### src/etu_pkg.sv
`timescale 1ns / 1ps

package etu_pkg;

    localparam int BUCKETS   = 4096;
    localparam int CAPACITY  = 4096;
    localparam int BKT_W     = $clog2(BUCKETS);
    localparam int SLOT_W    = $clog2(CAPACITY);
    localparam int CNT_W     = $clog2(CAPACITY + 1);
    localparam int HEAD_W    = SLOT_W + 1;
    localparam int QDEPTH    = 4;
    localparam int QPTR_W    = $clog2(QDEPTH);

    localparam logic [63:0] MIX_MULT  = 64'hff51afd7ed558ccd;
    localparam int          MIX_SHIFT = 33;
    localparam logic [15:0] Q_ONE     = 16'd32768;
    localparam logic [31:0] Q_HALF    = 32'd16384;

    localparam logic       KIND_ADD     = 1'b0;
    localparam logic       KIND_FIND    = 1'b1;
    localparam logic [1:0] ST_FOUND     = 2'd0;
    localparam logic [1:0] ST_INSERTED  = 2'd1;
    localparam logic [1:0] ST_ABSENT    = 2'd2;
    localparam logic [1:0] ST_FULL      = 2'd3;

    typedef struct packed {
        logic        kind;
        logic [31:0] src_id;
        logic [31:0] dst_id;
        logic [15:0] add_weight;
        logic [31:0] now_tick;
    } t_req;

    typedef struct packed {
        logic [1:0]  status;
        logic [11:0] slot;
        logic [15:0] weight_out;
        logic [31:0] last_active;
    } t_rsp;

    typedef struct packed {
        t_req             req;
        logic [BKT_W-1:0] bucket;
    } t_job;

endpackage

### src/etu_front.sv
`timescale 1ns / 1ps

module etu_front (
    input  logic          i_clk,
    input  logic          i_rst_n,
    input  logic          i_valid,
    output logic          o_ready,
    input  etu_pkg::t_req i_req,
    output logic          o_job_valid,
    input  logic          i_job_ready,
    output etu_pkg::t_job o_job
);

    logic          r_v1, r_v2, r_v3;
    etu_pkg::t_req r_req1, r_req2, r_req3;
    logic [63:0]   r_x;
    logic [63:0]   r_p0;
    logic [31:0]   r_p1, r_p2;
    logic [63:0]   r_h;
    logic          adv;
    logic [63:0]   key;
    logic [63:0]   mixed;
    etu_pkg::t_req sat_req;

    assign adv     = !r_v3 || i_job_ready;
    assign o_ready = adv;
    assign key     = {i_req.src_id, i_req.dst_id};

    always_comb begin
        sat_req = i_req;
        if (i_req.add_weight > etu_pkg::Q_ONE) begin
            sat_req.add_weight = etu_pkg::Q_ONE;
        end
    end

    always_ff @(posedge i_clk) begin
        if (!i_rst_n) begin
            r_v1 <= 1'b0;
            r_v2 <= 1'b0;
            r_v3 <= 1'b0;
        end else if (adv) begin
            r_v1 <= i_valid;
            r_v2 <= r_v1;
            r_v3 <= r_v2;
        end
    end

    always_ff @(posedge i_clk) begin
        if (adv) begin
            r_req1 <= sat_req;
            r_x    <= key ^ (key >> etu_pkg::MIX_SHIFT);
            r_req2 <= r_req1;
            r_p0   <= 64'(r_x[31:0]) * 64'(etu_pkg::MIX_MULT[31:0]);
            r_p1   <= r_x[63:32] * etu_pkg::MIX_MULT[31:0];
            r_p2   <= r_x[31:0] * etu_pkg::MIX_MULT[63:32];
            r_req3 <= r_req2;
            r_h    <= r_p0 + {r_p1 + r_p2, 32'd0};
        end
    end

    assign mixed       = r_h ^ (r_h >> etu_pkg::MIX_SHIFT);
    assign o_job_valid = r_v3;
    assign o_job.req   = r_req3;
    assign o_job.bucket = mixed[etu_pkg::BKT_W-1:0];

endmodule

### config.mk
export PLATFORM = sky130hd
export DESIGN_NAME = etu_front
export DESIGN_NICKNAME = d
export VERILOG_FILES = /design/src/etu_pkg.sv /design/src/etu_front.sv
export SDC_FILE = /design/constraint.sdc
export NUM_CORES = 1
export LEC_CHECK = 0
export BUFFER_PORTS_ARGS = -buffer_cell sky130_fd_sc_hd__buf_2
export CELL_PAD_IN_SITES_DETAIL_PLACEMENT = 1
export CELL_PAD_IN_SITES_GLOBAL_PLACEMENT = 1
export CORE_ASPECT_RATIO = 0.6
export CORE_MARGIN = 1
export CORE_UTILIZATION = 39
export DETAILED_ROUTE_END_ITERATION = 8
export GPL_TIMING_DRIVEN = 0
export PLACE_DENSITY_LB_ADDON = 0.1
export SKIP_LAST_GASP = 1
export SYNTH_ARGS = -nofsm -noshare
export SYNTH_HDL_FRONTEND = slang
export SYNTH_SLANG_ARGS = --single-unit
export TNS_END_PERCENT = 5
### constraint.sdc
create_clock -name i_clk -period 16.66 [get_ports i_clk]
set_clock_uncertainty 0.15 [all_clocks]
set_input_delay 3.332 -clock i_clk [delete_from_list [all_inputs] [get_ports i_clk]]
set_output_delay 3.332 -clock i_clk [all_outputs]
set_load 0.02 [all_outputs]
# After elaboration in Yosys (flattened, before gate mapping)
# Index checks and enable logic that the tools add are counted.
# op_classes
add_sub_neg,2
mul,3
magnitude_cmp,1
bitwise,2
reduce_logical,2
# ops
op,count
$xor 64x31->64,1
$add 45x45->45,1
$mul 32x32->45 const B,1
$mul 32x25->13 const B,1
$mul 32x30->13 const B,1
$gt 16x16->1 const B,1
$add 13x13->13,1
$xor 12x12->12,1
$logic_not 1->1,1
$logic_or 1x1->1,1
# totals
register_bits,522
output_inout_bits,127

# Logic depth before layout (Yosys ltp)
# logic_depth
word_depth,2
depth_mapped,23
ltp_nobuf,22

# Worst setup path before layout
# Ideal clock, no wire load.
# synth_timing
kind,input -> output
from,in i_job_ready
to,out o_ready
arrival_ns,14.089
path_slack_ns,-0.911
cell_stages,1
path_cell_list,nand2b_1
# synth_between
elab_chain_len,1
# synth_rtl
element,line_no,source
start: declaration,etu_front.sv:10,"input logic i_job_ready,"
$logic_or 1x1->1,etu_front.sv:25,assign adv = !r_v3 || i_job_ready;
end: declaration,etu_front.sv:7,"output logic o_ready,"
# No other way between the ends.

# Worst setup path in the final report
# layout_timing
from,reg r_x[5]
to,reg r_p0[44] (data pin)
# layout_between
elab_chain_len,1
# layout_rtl
element,line_no,source
start: declaration,etu_front.sv:16,logic [63:0] r_x;
start signal: assignment,etu_front.sv:51,r_x <= key ^ (key >> etu_pkg::MIX_SHIFT);
$mul 32x32->45,etu_front.sv:53,r_p0 <= 64'(r_x[31:0]) * 64'(etu_pkg::MIX_MULT[31:0]);
end signal: assignment,etu_front.sv:53,
end: declaration,etu_front.sv:17,logic [63:0] r_p0;
# No other way between the ends.
# A chain may end at the register's enable or synchronous reset.

==> results.md <==
* Commonest non-fill, non-tap cells in the layout: inv_1, edfxtp_1, fa_1, ha_1, buf_2
* GR Overflow Total at 0
* Cells after Synth at 2292
* Die Wd at 366 um
* Crit path to: r_p0[44]
* Boundary Pins at 244
* Post-DP HPWL at 71.1 mm
* Synth warn at 0
* CTS Root Cell: clkbuf_16
* Tmin final at 8740 ps
* Synth unique cells at 61
* Maximum clock insertion buffer count at 3
* Ys flop type: edfxtp_1
* Antenna violations before repair at 2
* Worst reg-to-reg setup slack at 7920 ps
* Diodes inserted at 0
* # Post-CTS Setup Buffers at 0
* Critical path type: register to register
* Synth top area share at 0.429
* Tot GR Track Use at 0.213
* Total core area at 78000 um^2
* Worst R2R End: r_p0[44]
* Vias in the first global route at 18900
* CTS sink count at 445
* Leading cell type in the layout, fill and taps excluded: inv_1
* Detailed Routing Iterations Pass 1 at 4
* Setup Viol. Count Final at 0
* Hold Buf Count CTS at 0
* EDFF count, synth at 442
* Share of layout cells above drive strength 1 at 0.123
* Asr flop ratio synth at 0
* Die area at 80600 um^2
* Largest cells by area after synthesis: edfxtp_1, fa_1, ha_1
* Slew HR at 0.237
* Net count reported at finish at 3419
* Setup TNS at 0 ps
* R2r worst-path depth at 20
* Crit end category: register
* Reg clk slew, reported paths at 70 ps
* H-tree lvl count at 2
* Hold WC Path Type: register to register
* Fmax at 114 MHz
* Area Growth Syn to Fin at 13.1%
* # Max-Cap Violations at 0
* Post-Syn Nets at 3125
* Worst-Margin Slew at 1150 ps
* Post-Syn Area at 31000 um^2
* Critical path fanouts, max at 9
* Multi-input gate area at 15200 um^2
* Worst Hold Launch: r_req1[51]
* Routed WL per cell at 23.0 um
* Initial core utilization at 0.397
* Final Wtd Congestion at 0.955
* Avg Inst Size Synth at 13.5 um^2
* Yosys reg bits at 445
* Outcome: finished clean
* Final Cycle Share at 0.524
* Row count at 79
* Critical R2R Launch: r_x[5]
* Global-route wire length before repair at 123 mm
* DRT iter0 DRCs at 1103
* Crit path launch: r_x[5]
* Top cell type by total area after synthesis: edfxtp_1
* PortBufs at 242
* Pin count of the biggest net entering global routing at 76
* DRC Markers at 0
* Clock buffer count from CTS at 44
* Clk_lat worst skew at 590 ps
* Crit path DAT at 8830 ps
* Post-synthesis sequential area ratio at 0.431
* Worst EP required at 16750 ps
* Clock tree from TritonCTS: yes
* Fill cell count at 8049
* Die H at 220 um
* Max-slew violations at 0
* Count of final hold-check violations at 0
* DR vias at 17500
* Post-Route WL at 84.4 mm
* Post-route ant nets at 0
* Via density at 4.76
* CTS-repair resized insts at 0
* Seq. cell area at 13300 um^2
* Startpoint Class: register
* RSZ-0062 raised after global routing: no
[cells by family after synthesis]
kind of cell,after synthesis,share of synthesized area
AO/OA/AOI/OAI,163,0.0345
XOR/XNOR,139,0.0398
adder cells (fa/ha/maj),716,0.386
buffers and inverters,658,0.0798
flip-flops,445,0.431
multiplexers,3,0.000970
AND/OR/NAND/NOR,168,0.0281
[worst min-delay path by stage]
| stage | end | cells after the start |
|---|---|---|
| floorplan | o_job[100] | 0 |
| global placement | r_req2[96] | 0 |
| detailed placement | o_job[106] | 0 |
| CTS | r_req2[51] | 0 |
| global route | r_req2[51] | 0 |
| finish | r_req2[51] | 0 |
[per-stage QoR]
stage | util | instance area, um^2 | hold slack (ps) | setup WS, ps | cells
floorplan | - | 31000 | 250 | 4220 | 2292
global placement | 0.430 | 33500 | 250 | 959 | 3587
detailed placement | 0.432 | 33700 | 256 | 7910 | 3593
CTS | 0.449 | 35000 | 246 | 7910 | 3673
global route | 0.449 | 35000 | 262 | 7660 | 3673
finish | 0.449 | 35000 | 255 | 7920 | 3673
[routing by layer]
layer,part of all wire,track usage,up-vias
li1,-,-,7959
met1,0.51,0.333,9038
met2,0.37,0.270,412
met3,0.11,0.0919,63
met4,0.011,0.0321,0
met5,0,0,-
[final cells by class]
cell class	instances	area share
multi-input combinational	1189	0.433
buffer	3	0.000322
clock buffer	55	0.0326
inverter	655	0.0702
clock inverter	25	0.00600
tap	1053	0.0376
timing repair buffer	248	0.0393
sequential	445	0.381
[synthesized netlist by cell type, drive strengths merged (4+ instances only)]
library cell / instances
nand3: 15
and3: 4
o21bai: 14
inv: 655
ha: 316
o211ai: 8
nor4: 7
a211oi: 10
xnor2: 77
nand4: 5
nor2: 39
a31oi: 4
nor2b: 24
a21o: 14
xor2: 61
nand2b: 7
nand2: 34
o21ai: 30
fa: 400
a21oi: 52
edfxtp: 442
nor3: 23
[worst max-delay path, stage by stage, from the launching register on]
cell and delay, ps:
edfxtp_1 820, inv_1 450, fa_1 660, inv_1 70, fa_1 500, inv_1 60, fa_1 530, fa_1 500
fa_1 680, fa_1 480, fa_1 470, fa_1 500, inv_1 40, ha_1 330, nand2_1 180, nor4_4 320
nand4_1 140, o31ai_1 360, nor3_2 140, o21ai_0 650, xnor2_1 350
[state kept, by name, indices dropped and copies added, names as in the netlist]
signal	count
o_job	113
r_req2	113
r_req1	112
r_x	32
r_p0	25
r_h	24
r_p2	12
r_p1	11
o_job_valid	1
r_v1	1
r_v2	1
Power is left out: the tool's default activity adds up to more than one toggle a clock period on the data nets, which glitch-free logic cannot reach.
