$ cat src/etu_pkg.sv
`timescale 1ns / 1ps

package etu_pkg;

    localparam int BUCKETS   = 4096;
    localparam int CAPACITY  = 4096;
    localparam int BKT_W     = $clog2(BUCKETS);
    localparam int SLOT_W    = $clog2(CAPACITY);
    localparam int CNT_W     = $clog2(CAPACITY + 1);
    localparam int HEAD_W    = SLOT_W + 1;
    localparam int QDEPTH    = 4;
    localparam int QPTR_W    = $clog2(QDEPTH);

    localparam logic [63:0] MIX_MULT  = 64'hff51afd7ed558ccd;
    localparam int          MIX_SHIFT = 33;
    localparam logic [15:0] Q_ONE     = 16'd32768;
    localparam logic [31:0] Q_HALF    = 32'd16384;

    localparam logic       KIND_ADD     = 1'b0;
    localparam logic       KIND_FIND    = 1'b1;
    localparam logic [1:0] ST_FOUND     = 2'd0;
    localparam logic [1:0] ST_INSERTED  = 2'd1;
    localparam logic [1:0] ST_ABSENT    = 2'd2;
    localparam logic [1:0] ST_FULL      = 2'd3;

    typedef struct packed {
        logic        kind;
        logic [31:0] src_id;
        logic [31:0] dst_id;
        logic [15:0] add_weight;
        logic [31:0] now_tick;
    } t_req;

    typedef struct packed {
        logic [1:0]  status;
        logic [11:0] slot;
        logic [15:0] weight_out;
        logic [31:0] last_active;
    } t_rsp;

    typedef struct packed {
        t_req             req;
        logic [BKT_W-1:0] bucket;
    } t_job;

endpackage

$ cat src/etu_queue.sv
`timescale 1ns / 1ps

module etu_queue (
    input  logic          i_clk,
    input  logic          i_rst_n,
    input  logic          i_valid,
    output logic          o_ready,
    input  etu_pkg::t_job i_data,
    output logic          o_valid,
    input  logic          i_pop,
    output etu_pkg::t_job o_data
);

    etu_pkg::t_job                  r_mem [etu_pkg::QDEPTH];
    logic [etu_pkg::QPTR_W-1:0]     r_wr, r_rd;
    logic [etu_pkg::QPTR_W:0]       r_cnt;
    logic                           push, pop;

    assign o_ready = r_cnt != (etu_pkg::QPTR_W + 1)'(etu_pkg::QDEPTH);
    assign o_valid = r_cnt != '0;
    assign push    = i_valid && o_ready;
    assign pop     = i_pop && o_valid;
    assign o_data  = r_mem[r_rd];

    always_ff @(posedge i_clk) begin
        if (!i_rst_n) begin
            r_wr  <= '0;
            r_rd  <= '0;
            r_cnt <= '0;
        end else begin
            if (push) begin
                r_wr <= r_wr + 1'b1;
            end
            if (pop) begin
                r_rd <= r_rd + 1'b1;
            end
            r_cnt <= r_cnt + (etu_pkg::QPTR_W + 1)'(push) - (etu_pkg::QPTR_W + 1)'(pop);
        end
    end

    always_ff @(posedge i_clk) begin
        if (push) begin
            r_mem[r_wr] <= i_data;
        end
    end

endmodule

$ cat config.mk
export PLATFORM = sky130hd
export DESIGN_NAME = etu_queue
export DESIGN_NICKNAME = d
export VERILOG_FILES = /design/src/etu_pkg.sv /design/src/etu_queue.sv
export SDC_FILE = /design/constraint.sdc
export NUM_CORES = 1
export LEC_CHECK = 0
export ABC_AREA = 1
export BUFFER_PORTS_ARGS = -buffer_cell sky130_fd_sc_hd__clkbuf_2
export CAP_MARGIN = 10
export CORE_MARGIN = 1.5
export CORE_UTILIZATION = 52
export DETAILED_ROUTE_END_ITERATION = 8
export PLACE_DENSITY = 0.76
export SYNTH_ARGS = -nofsm -noshare
export SYNTH_HDL_FRONTEND = slang
export SYNTH_SLANG_ARGS = --single-unit
$ cat constraint.sdc
create_clock -name i_clk -period 6.85 [get_ports i_clk]
set_input_delay 1.37 -clock i_clk [delete_from_list [all_inputs] [get_ports i_clk]]
set_output_delay 1.37 -clock i_clk [all_outputs]
set_load 0.02 [all_outputs]
---- Word level (Yosys, flattened, before mapping) ----
Memory sizes are Yosys's and may differ from the RTL's. A register that Yosys moved wholly into a read port is not among the register bits.
Index checks and enable logic that the tools add are counted.
word-level totals
  memories ................................ 1
  bits in registers ....................... 7
  input port bits ......................... 129
  output and inout port bits .............. 127
  word-level logic and storage cells ...... 16
  RAM bits ................................ 500
cells by class
  reduce and logical (&&, ||, !) cells .... 3
  equal/unequal tests ..................... 1
  add/subtract/negate cells ............... 4
  mux-type cells .......................... 4
memories
  memory  depth  width  read ports  clocked after Yosys merged registers in  write ports  RTL line         RTL
  r_mem   4      125    1           1                                        1            etu_queue.sv:14  etu_pkg::t_job r_mem [etu_pkg::QDEPTH];
operators by type and width
  cell                                         number
  adder 2 x 1 -> 2 bit, second input constant  2
  2-to-1 mux 2 bit                             2
  adder 3 x 1 -> 3 bit                         1
  != test 3 bit, second input constant         1
  nonzero test 3 bit                           1
  subtractor 3 x 1 -> 3 bit                    1
  logical AND 1 bit                            2
  2-to-1 mux 1 bit                             2

---- Depth between registers and ports, before layout ----
Gate-level depths: netlist of the first run.
  depth after elaboration ................. 4
  depth in mapped cells ................... 10
  depth with buffers taken out ............ 10

---- Worst setup path before layout of the first run ----
Ideal clock, no wire load.
  kind .................................... input-to-reg
  start point ............................. input i_valid
  end point ............................... memory r_mem[0][0] in the netlist's numbering (enable)
  buffers on the path ..................... 0
  data arrival time ....................... 6,694 ps
  library setup time ...................... 611 ps
  data required time ...................... 6,239 ps
  stages .................................. 2
  setup slack ............................. -456 ps
  cell sequence ........................... nand2_1 -> nor2_1
between the ends
  word-level cells in the longest chain between the ends .. 3
RTL lines
  what                                    RTL line         RTL
  start, declared                         etu_queue.sv:6   input logic i_valid,
  logical AND 1 bit                       etu_queue.sv:21  assign push = i_valid && o_ready;
  2-to-1 mux 1 bit                        etu_queue.sv:42  if (push) begin
  2-to-1 mux 1 bit (not written as such)  etu_queue.sv:43  r_mem[r_wr] <= i_data;
  end, declared                           etu_queue.sv:14
Every way passes these cells.

==> results of run 1 <==
## cells by family after synthesis
kind of cell,after synthesis,share of synthesized area
flops,509,0.798
buf+inv,98,0.0325
compound gates,382,0.109
simple gates,278,0.0550
fa+ha+maj,7,0.00500
## layout make-up
| cell class | count | area, sq um | area share |
|---|---|---|---|
| sequential | 509 | 15200 | 0.688 |
| multi-input combinational | 667 | 3250 | 0.147 |
| timing repair buffer | 269 | 1380 | 0.0625 |
| clock buffer | 61 | 1360 | 0.0614 |
| tap | 461 | 577 | 0.0261 |
| clock inverter | 32 | 238 | 0.0108 |
| inverter | 16 | 70.1 | 0.00317 |
| antenna | 6 | 15.0 | 0.000680 |
## synthesized netlist by cell type
| library cell | number |
|---|---|
| sky130_fd_sc_hd__a21boi_0 | 2 |
| sky130_fd_sc_hd__nand3_1 | 3 |
| sky130_fd_sc_hd__ha_1 | 6 |
| sky130_fd_sc_hd__o21ai_1 | 39 |
| sky130_fd_sc_hd__buf_6 | 23 |
| sky130_fd_sc_hd__o22ai_1 | 125 |
| sky130_fd_sc_hd__buf_4 | 2 |
| sky130_fd_sc_hd__buf_12 | 2 |
| sky130_fd_sc_hd__fa_1 | 1 |
| sky130_fd_sc_hd__buf_8 | 1 |
| sky130_fd_sc_hd__inv_2 | 1 |
| sky130_fd_sc_hd__a21oi_1 | 4 |
| sky130_fd_sc_hd__buf_2 | 16 |
| sky130_fd_sc_hd__inv_1 | 14 |
| sky130_fd_sc_hd__nand2_1 | 13 |
| sky130_fd_sc_hd__o21ai_0 | 212 |
| sky130_fd_sc_hd__edfxtp_1 | 500 |
| sky130_fd_sc_hd__dfxtp_1 | 9 |
| sky130_fd_sc_hd__nor2_1 | 262 |
| sky130_fd_sc_hd__clkbuf_1 | 38 |
| sky130_fd_sc_hd__inv_8 | 1 |
## layer usage
metal / GRT usage / vias up / wire length [um]
li1: - / 5300 / -
met1: 0.282 / 5559 / 16700
met2: 0.338 / 402 / 19000
met3: 0.0642 / 60 / 3660
met4: 0.0744 / 4 / 852
met5: 0 / - / 23
## through the flow
step | worst slack [ns] | setup TNS (ns)
floorplan | -0.456 | -227.83
global placement | 3.07 | 0
detailed placement | 2.97 | 0
CTS | 2.35 | 0
global route | 2.11 | 0
finish | 2.33 | 0
## flip-flops by register name, indices dropped and copies added, names as in the netlist, named ones only
name,count
r_wr,2
r_cnt,3
r_mem,500
r_rd,2
## worst max-delay path by stage
stage | from | end | slack [ns] | cells after the start
6_report | flip-flop | o_data[94] | 2.33 | 5
5_1_grt | flip-flop | o_data[94] | 2.11 | 5
4_1_cts | flip-flop | o_data[94] | 2.35 | 5
3_5_place_dp | flip-flop | o_data[94] | 2.97 | 5
3_3_place_gp | flip-flop | o_data[94] | 3.07 | 5
2_1_floorplan | i_valid | r_mem[0][0] | -0.46 | 2
## report_power, final
part / leakage, nW / internal (mW) / total, mW / switching, mW
clock: 0.782 / 1.52 / 2.63 / 1.11
combinational: 2.32 / 0.537 / 2.01 / 1.47
sequential: 4.65 / 3.79 / 3.91 / 0.112
total: 7.76 / 5.85 / 8.54 / 2.69
## worst max-delay path: cells and delay by family, from the launching register on
| family | cells | cell delay (ns) |
|---|---|---|
| buf+inv | 3 | 1.55 |
| compound gates | 2 | 0.35 |
| flops | 1 | 0.49 |
==> run_results.csv, run 1 <==
group,metric,value,unit
cts,cts_hold_buffers,0,
timing,min_period,4.52,ns
global_routing,grt_first_pass_wirelength,62000,um
placed_design,place_area,20500,sq um
floorplanning,die_w,194,um
cts,tritoncts,"yes",
routing,drt_pre_antenna_iters,5,
routing,wl_per_cell,20.0,um
setup_path,cp_data_arrival_time,3.15,ns
cts,clk_path_buf_depth,3,
timing,timing_worst_slew_pin_value,1.13,ns
setup_path,worstSetupEndpointType,"output pin",
setup_path,timing.reg2reg.worst_path_depth,5,
global_routing,first_global_vias,11200,
cts,worst_setup_hold_path_clk_slew,0.06,ns
flow_run,cap_viol_max_count,0,
routing,post_drt_via_cell_ratio,5.60,
cts,clk_latency,0.57,ns
global_routing,global_route_overflow,0,
timing,worst_slew_margin_rel,0.245,
placed_design,gp_congestion,0.746,
layout,postLayoutCoreUtil,0.616,
synthesis,synth_top_cells_by_area,"sky130_fd_sc_hd__edfxtp_1 (79%), sky130_fd_sc_hd__o21ai_0 (5.6%), sky130_fd_sc_hd__nor2_1 (5.2%), sky130_fd_sc_hd__o22ai_1 (4.1%), sky130_fd_sc_hd__buf_6 (1.4%)",
placed_design,numPlacedInstances,1922,
global_routing,groute.usage.overall,0.213,
layout,final_common_cell,"sky130_fd_sc_hd__edfxtp_1",
layout,areaGrowthSynthToFinish,16.1,%
routing,drc_errors,0,
pwr,peakVddDrop,0.257,mV
floorplanning,die-area,37800,sq um
floorplanning,core_region_area,35800,sq um
layout,final_cells,2021,
synthesis,post_synth_instance_area,19000,sq um
cts,cts.repair.resized,0,
synthesis,ys_seq_area_frac,0.798,
setup_path,setup.worst_path.start_class,"flip-flop",
setup_path,timing.rr.end,"r_mem[3][89]",
layout,fin_nets,1649,
timing,hold_slack,0.496,ns
synthesis,synth-warning-count,0,
layout,fill_cell_total_of_the_finished_layout,2603,
synthesis,synth_area_per_cell,14.9,sq um
status,status,"complete, no violations",
hold_path,hold_startpoint,"r_rd[0]",
synthesis,synth_seq_cells,509,
global_routing,grt_max_degree,199,
synthesis,netlist.top_cell.by_area,"sky130_fd_sc_hd__edfxtp_1",
pwr,p_total,8.54,mW
cts,cts_made_buffers,50,
floorplanning,placement_rows,69,
timing,fin_worst_skew,0.00960,ns
routing,drt_iter0_drc,800,
synthesis,synth_fp_nets,1410,
cts,cts.repair_timing.setup_buffer_count,0,
setup_path,crit_path_top_delay_cell,"sky130_fd_sc_hd__inv_8",
timing,max_freq,221,MHz
placed_design,numPortBuffers,255,
pwr,pwr_density_cell,387,nW/um^2
synthesis,synth_cell_types,21,
layout,post_route_cells_drive_above_1_share,0.227,
routing,antenna_left,0,
floorplanning,dieHeight,194,um
synthesis,synthDominantCellAreaShare,0.789,
timing,finalCritPeriodShare,0.660,
setup_path,setup.worst_path.class,"flip-flop to output pin",
setup_path,max_stage_delay,0.76,ns
hold_path,worstHoldPathType,"flip-flop to flip-flop",
setup_path,rr_startpoint,"r_cnt[1]",
pwr,cellLeakagePower,7.76,nW
cts,library_cell_used_as_clock_root_buffer,"sky130_fd_sc_hd__clkbuf_16",
cts,htreeDepth,2,
timing,timing.final.setup_violations,0,
synthesis,post_synth_inst_count,1274,
placed_design,hpwlAfterDp,22500,um
setup_path,timing.reg2reg.setup_slack,3.88,ns
hold_path,worstHoldPathCells,2,
timing,timing_hold_violations_final,0,
setup_path,critical_path_peak_fanout,198,
routing,route.final.wire_length,40300,um
setup_path,critPathRequiredTime,5.48,ns
cts,clock_sinks,509,
layout,mostFrequentLayoutCells,"sky130_fd_sc_hd__edfxtp_1 (500), sky130_fd_sc_hd__nor2_1 (258), sky130_fd_sc_hd__clkbuf_2 (255)",
timing,setup_repair_after_global_routing_missed_its_margin,"no",
floorplanning,initial_core_utilization,0.531,
global_routing,antenna_found_initial,4,
routing,route.vias.total,11300,
setup_path,worstPathCellList,"inv_8 > buf_4 > o21ai_0 > o22ai_1 > clkbuf_2",
layout,final_design_area_no_fill,22100,sq um
floorplanning,pin_count,256,
timing,drv_slew,0,
(Power assumes the default switching activity.)
==> run 2: changes to the inputs <==
--- a/config.mk
+++ b/config.mk
@@ -9,9 +9,9 @@
 export BUFFER_PORTS_ARGS = -buffer_cell sky130_fd_sc_hd__clkbuf_2
 export CAP_MARGIN = 10
 export CORE_MARGIN = 1.5
-export CORE_UTILIZATION = 52
+export CORE_UTILIZATION = 57
 export DETAILED_ROUTE_END_ITERATION = 8
-export PLACE_DENSITY = 0.76
+export PLACE_DENSITY = 0.79
 export SYNTH_ARGS = -nofsm -noshare
 export SYNTH_HDL_FRONTEND = slang
 export SYNTH_SLANG_ARGS = --single-unit
==> constraint.sdc (replaced) <==
create_clock -name i_clk -period 4.6 [get_ports i_clk]
set_input_delay 0.92 -clock i_clk [delete_from_list [all_inputs] [get_ports i_clk]]
set_output_delay 0.92 -clock i_clk [all_outputs]
set_load 0.02 [all_outputs]
==> run_results.csv, run 2 (synthesis results as in run 1) <==
group,metric,value,unit
hold_path,worstHoldPathType,"flip-flop to flip-flop",
pwr,p_total,12.7,mW
timing,timing_hold_violations_final,0,
placed_design,hpwlAfterDp,21300,um
cts,library_cell_used_as_clock_root_buffer,"sky130_fd_sc_hd__clkbuf_16",
routing,route.final.wire_length,38600,um
placed_design,numPlacedInstances,1905,
setup_path,rr_startpoint,"r_cnt[1]",
routing,antenna_left,0,
cts,clk_path_buf_depth,3,
layout,multi_input_comb_area,3250,sq um
status,status,"complete, no violations",
floorplanning,core_region_area,32700,sq um
routing,route.vias.total,11300,
layout,final_common_cell,"sky130_fd_sc_hd__edfxtp_1",
setup_path,max_stage_delay,0.82,ns
pwr,pwr_density_cell,572,nW/um^2
routing,drc_errors,0,
cts,htreeDepth,2,
placed_design,numPortBuffers,255,
setup_path,critical_path_peak_fanout,70,
cts,cts.repair_timing.setup_buffer_count,0,
timing,drv_slew,0,
pwr,cellLeakagePower,7.78,nW
routing,highest-signal-layer,"met5",
layout,final_cells,1996,
timing,setup_repair_after_global_routing_missed_its_margin,"no",
placed_design,gp_congestion,0.700,
cts,worst_setup_hold_path_clk_slew,0.06,ns
global_routing,grt_first_pass_wirelength,57700,um
timing,max_freq,275,MHz
timing,tns,0,ns
layout,mostFrequentLayoutCells,"sky130_fd_sc_hd__edfxtp_1 (500), sky130_fd_sc_hd__nor2_1 (258), sky130_fd_sc_hd__clkbuf_2 (255)",
routing,post_drt_via_cell_ratio,5.68,
cts,clk_latency,0.54,ns
global_routing,first_global_vias,10900,
setup_path,critPathRequiredTime,3.68,ns
hold_path,hold_startpoint,"r_rd[0]",
routing,wl_met3,4030,um
global_routing,antenna_found_initial,7,
timing,finalCritPeriodShare,0.792,
timing,timing.final.setup_violations,0,
global_routing,groute.usage.overall,0.220,
timing,min_period,3.64,ns
cts,cts_hold_buffers,0,
setup_path,setup.worst_path.start_class,"flip-flop",
timing,fin_worst_skew,0.00994,ns
setup_path,worstPathCellList,"buf_4 > o21ai_0 > o22ai_1 > clkbuf_2",
layout,biggestRegsByFlops,"r_mem x500, r_cnt x3",
pwr,peakVddDrop,0.506,mV
timing,timing_worst_slew_pin_value,0.908,ns
layout,postLayoutCoreUtil,0.676,
setup_path,setup.worst_path.class,"flip-flop to output pin",
layout,largest_register_ffs,500,
floorplanning,dieHeight,186,um
setup_path,cp_data_arrival_time,2.72,ns
cts,clock_sinks,509,
layout,fill_cell_total_of_the_finished_layout,2208,
routing,drt_iter0_drc,836,
routing,wirelength_met1,15200,um
setup_path,crit_path_top_delay_cell,"sky130_fd_sc_hd__dfxtp_4",
global_routing,global_route_overflow,0,
floorplanning,die_w,186,um
timing,worst_slew_margin_rel,0.395,
setup_path,worstSetupEndpointType,"output pin",
routing,dr_wl_met2,18400,um
floorplanning,die-area,34500,sq um
layout,post_route_cells_drive_above_1_share,0.224,
layout,fin_nets,1650,
cts,cts.repair.resized,0,
floorplanning,pin_count,256,
floorplanning,placement_rows,66,
layout,register_with_the_highest_flop_count,"r_mem",
routing,drt_pre_antenna_iters,5,
layout,areaGrowthSynthToFinish,16.2,%
floorplanning,initial_core_utilization,0.582,
flow_run,cap_viol_max_count,0,
global_routing,grt_max_degree,149,
cts,cts_made_buffers,49,
cts,tritoncts,"yes",
routing,wl_per_cell,19.3,um
layout,regArea,15200,sq um
==> run 2: changes by cell type in the layout (fill, tap and decap cells not counted) <==
cell / previous run / this run
sky130_fd_sc_hd__clkinvlp_4: 4 / 1
sky130_fd_sc_hd__bufinv_16: 3 / 5
sky130_fd_sc_hd__clkbuf_1: 8 / 10
sky130_fd_sc_hd__diode_2: 6 / 2
sky130_fd_sc_hd__clkbuf_16: 53 / 49
sky130_fd_sc_hd__clkinv_1: 9 / 11
sky130_fd_sc_hd__buf_12: 0 / 8
sky130_fd_sc_hd__buf_4: 14 / 8
sky130_fd_sc_hd__clkinv_2: 15 / 11
sky130_fd_sc_hd__clkbuf_8: 0 / 1
==> run 2: cell type report <==
| type | instances | area share |
|---|---|---|
| Antenna cell | 2 | 0.000226 |
| Clock buffer | 60 | 0.0578 |
| Clock inverter | 29 | 0.0119 |
| Inverter | 16 | 0.00317 |
| Multi-Input combinational cell | 667 | 0.147 |
| Sequential cell | 509 | 0.687 |
| Tap cell | 442 | 0.0250 |
| Timing Repair Buffer | 271 | 0.0677 |
==> run 2: worst max-delay path, delay by kind of cell (launching register included) <==
kind            cells  cell delay (ns)
compound gates      2             0.48
buf+inv             2             0.83
flops               1             0.82
==> run 2: routing by layer <==
metal	vias to the layer above	global-route usage
met3	75	0.0697
met1	5491	0.282
li1	5309	-
met5	-	0
met4	8	0.0719
met2	462	0.358
==> run 2: path summary, 6_finish.rpt <==
kind	cells past startpoint	endpoint	slack, ns
worst min-delay path	2	r_rd[0]	0.54
worst min register to register	2	r_rd[0]	0.54
worst max-delay path	4	o_data[23]	0.96
worst max register to register	10	r_cnt[2]	2.23
==> run 2: through the flow <==
stage               setup slack (ns)  cell area [sq um]  hold WS [ns]
finish                         0.959              22100         0.540
global route                   0.777              22100         0.560
CTS                            0.913              22100         0.535
detailed placement              1.48              20600         0.518
global placement                1.52              20600         0.463
floorplan                     -0.185              19000         0.448
==> run 2: report_power, final <==
part / switching (mW) / internal (mW) / leakage (nW)
logic: 2.17 / 0.835 / 2.36
registers: 0.171 / 5.65 / 4.65
clock network: 1.59 / 2.25 / 0.758
==> run 3: changes to the inputs <==
--- a/config.mk
+++ b/config.mk
@@ -9,9 +9,9 @@
 export BUFFER_PORTS_ARGS = -buffer_cell sky130_fd_sc_hd__clkbuf_2
 export CAP_MARGIN = 10
 export CORE_MARGIN = 1.5
-export CORE_UTILIZATION = 57
+export CORE_UTILIZATION = 52
 export DETAILED_ROUTE_END_ITERATION = 8
-export PLACE_DENSITY = 0.79
+export PLACE_DENSITY = 0.76
 export SYNTH_ARGS = -nofsm -noshare
 export SYNTH_HDL_FRONTEND = slang
 export SYNTH_SLANG_ARGS = --single-unit
==> constraint.sdc (replaced) <==
create_clock -name i_clk -period 3.1 [get_ports i_clk]
set_input_delay 0.62 -clock i_clk [delete_from_list [all_inputs] [get_ports i_clk]]
set_output_delay 0.62 -clock i_clk [all_outputs]
set_load 0.02 [all_outputs]
==> run_results.csv, run 3 (synthesis results as in run 1) <==
group,metric,value,unit
status,status,"complete, no violations",
timing,finalCritPeriodShare,0.957,
cts,cts_made_buffers,49,
timing,fin_worst_skew,0.0166,ns
routing,drt_pre_antenna_iters,5,
routing,drc_errors,0,
setup_path,timing.rr.end,"r_cnt[2]",
timing,tns,0,ns
floorplanning,dieHeight,194,um
timing,worst_slew_margin_rel,0.556,
timing,timing_hold_violations_final,0,
layout,post_route_cells_drive_above_1_share,0.228,
setup_path,timing.reg2reg.worst_path_depth,10,
layout,final_common_cell,"sky130_fd_sc_hd__edfxtp_1",
floorplanning,core_region_area,35800,sq um
pwr,peakVddDrop,0.692,mV
cts,htreeDepth,2,
setup_path,critPathRequiredTime,2.48,ns
setup_path,setup.worst_path.class,"flip-flop to output pin",
global_routing,grt_max_degree,111,
timing,drv_slew,0,
layout,largest_register_ffs,500,
global_routing,first_global_vias,11400,
global_routing,global_route_overflow,0,
placed_design,hpwlAfterDp,23000,um
cts,worst_setup_hold_path_clk_slew,0.06,ns
cts,clk_latency,0.57,ns
layout,fin_nets,1661,
timing,timing.final.setup_violations,0,
flow_run,cap_viol_max_count,0,
setup_path,critical_path_peak_fanout,56,
routing,wl_per_cell,20.0,um
cts,clk_path_buf_depth,3,
routing,antenna_left,0,
setup_path,timing.reg2reg.setup_slack,0.98,ns
pwr,cellLeakagePower,7.82,nW
setup_path,cp_data_arrival_time,2.35,ns
floorplanning,initial_core_utilization,0.531,
floorplanning,pin_count,256,
setup_path,worstSetupEndpointType,"output pin",
routing,drt_iter0_drc,872,
hold_path,min_to,"r_mem[2][45]",
setup_path,rr_startpoint,"r_cnt[1]",
setup_path,setup.worst_path.start_class,"flip-flop",
placed_design,numPortBuffers,255,
cts,clock_sinks,509,
cts,library_cell_used_as_clock_root_buffer,"sky130_fd_sc_hd__clkbuf_16",
layout,areaGrowthSynthToFinish,16.9,%
global_routing,grt_first_pass_wirelength,62600,um
routing,post_drt_via_cell_ratio,5.63,
placed_design,gp_congestion,0.746,
cts,tritoncts,"yes",
hold_path,hold_startpoint,"i_data[45]",
floorplanning,die-area,37800,sq um
pwr,pwr_density_cell,842,nW/um^2
cts,cts_hold_buffers,0,
floorplanning,placement_rows,69,
global_routing,antenna_found_initial,7,
timing,max_freq,337,MHz
layout,postLayoutCoreUtil,0.621,
timing,min_period,2.97,ns
global_routing,groute.usage.overall,0.215,
routing,route.vias.total,11400,
cts,cts.repair.resized,1,
routing,route.final.wire_length,40500,um
timing,timing_worst_slew_pin_value,0.666,ns
hold_path,worstHoldPathCells,1,
floorplanning,die_w,194,um
layout,register_with_the_highest_flop_count,"r_mem",
hold_path,worstHoldPathType,"primary input to flip-flop",
timing,setup_repair_after_global_routing_missed_its_margin,"no",
layout,biggestRegsByFlops,"r_mem x500, r_cnt x3",
cts,cts.repair_timing.setup_buffer_count,0,
layout,mostFrequentLayoutCells,"sky130_fd_sc_hd__edfxtp_1 (500), sky130_fd_sc_hd__nor2_1 (258), sky130_fd_sc_hd__clkbuf_2 (255)",
[run 3: changes by cell type in the layout (fill, tap and decap cells not counted), moves of 2 or more]
cell,change
sky130_fd_sc_hd__buf_12,+7
sky130_fd_sc_hd__nand2_1,-2
sky130_fd_sc_hd__clkinv_2,-3
sky130_fd_sc_hd__buf_4,+3
sky130_fd_sc_hd__clkinv_1,-4
sky130_fd_sc_hd__bufinv_16,-3
sky130_fd_sc_hd__clkbuf_1,+8
[run 3: final cells by class]
type | count | area, sq um
fillers | 2625 | 13600
clock buffers | 69 | 1320
flip-flops and latches | 509 | 15200
well taps | 461 | 577
multi-input cells | 667 | 3260
clock inverters | 20 | 150
diodes | 3 | 7.51
inverters | 16 | 70.1
repair buffers | 282 | 1670
[run 3: worst max-delay path by stage]
stage | endpoint | cells after the start | startpoint
3_5_place_dp | o_data[1] | 5 | flip-flop
2_1_floorplan | r_mem[0][0] | 4 | r_cnt[1]
6_report | o_data[1] | 5 | flip-flop
5_1_grt | o_data[1] | 5 | flip-flop
3_3_place_gp | o_data[75] | 5 | flip-flop
4_1_cts | o_data[1] | 5 | flip-flop
[run 3: stage by stage]
step,total power [mW],area [sq um],setup WS [ns],hold slack [ns],instances
after floorplan,11.8,19100,0.0227,0.448,1274
after global placement,13.3,20800,0.672,0.462,1935
after detailed placement,13.4,20800,0.629,0.474,1935
after CTS,18.9,22200,0.0753,0.232,2024
after global routing,19.6,22200,0.00174,0.244,2025
final,18.7,22300,0.133,0.270,2027
[run 3: power by group]
group          internal (mW)  switching, mW
logic                   1.32           3.33
clock network           3.13           2.38
registers               8.37          0.205
[run 3: worst max-delay path, stage by stage, from the launching register on]
cell	delay (ns)
sky130_fd_sc_hd__dfxtp_4	0.53
sky130_fd_sc_hd__inv_4	0.15
sky130_fd_sc_hd__buf_6	0.36
sky130_fd_sc_hd__o21ai_0	0.22
sky130_fd_sc_hd__o22ai_1	0.22
sky130_fd_sc_hd__clkbuf_2	0.22
[run 3: metal layers]
layer / global-route usage / vias to the layer above / share of wire
met4: 0.0657 / 8 / 0.024
met1: 0.283 / 5607 / 0.41
met3: 0.0718 / 76 / 0.097
met5: 0 / - / 0.0014
li1: - / 5327 / -
met2: 0.341 / 390 / 0.46
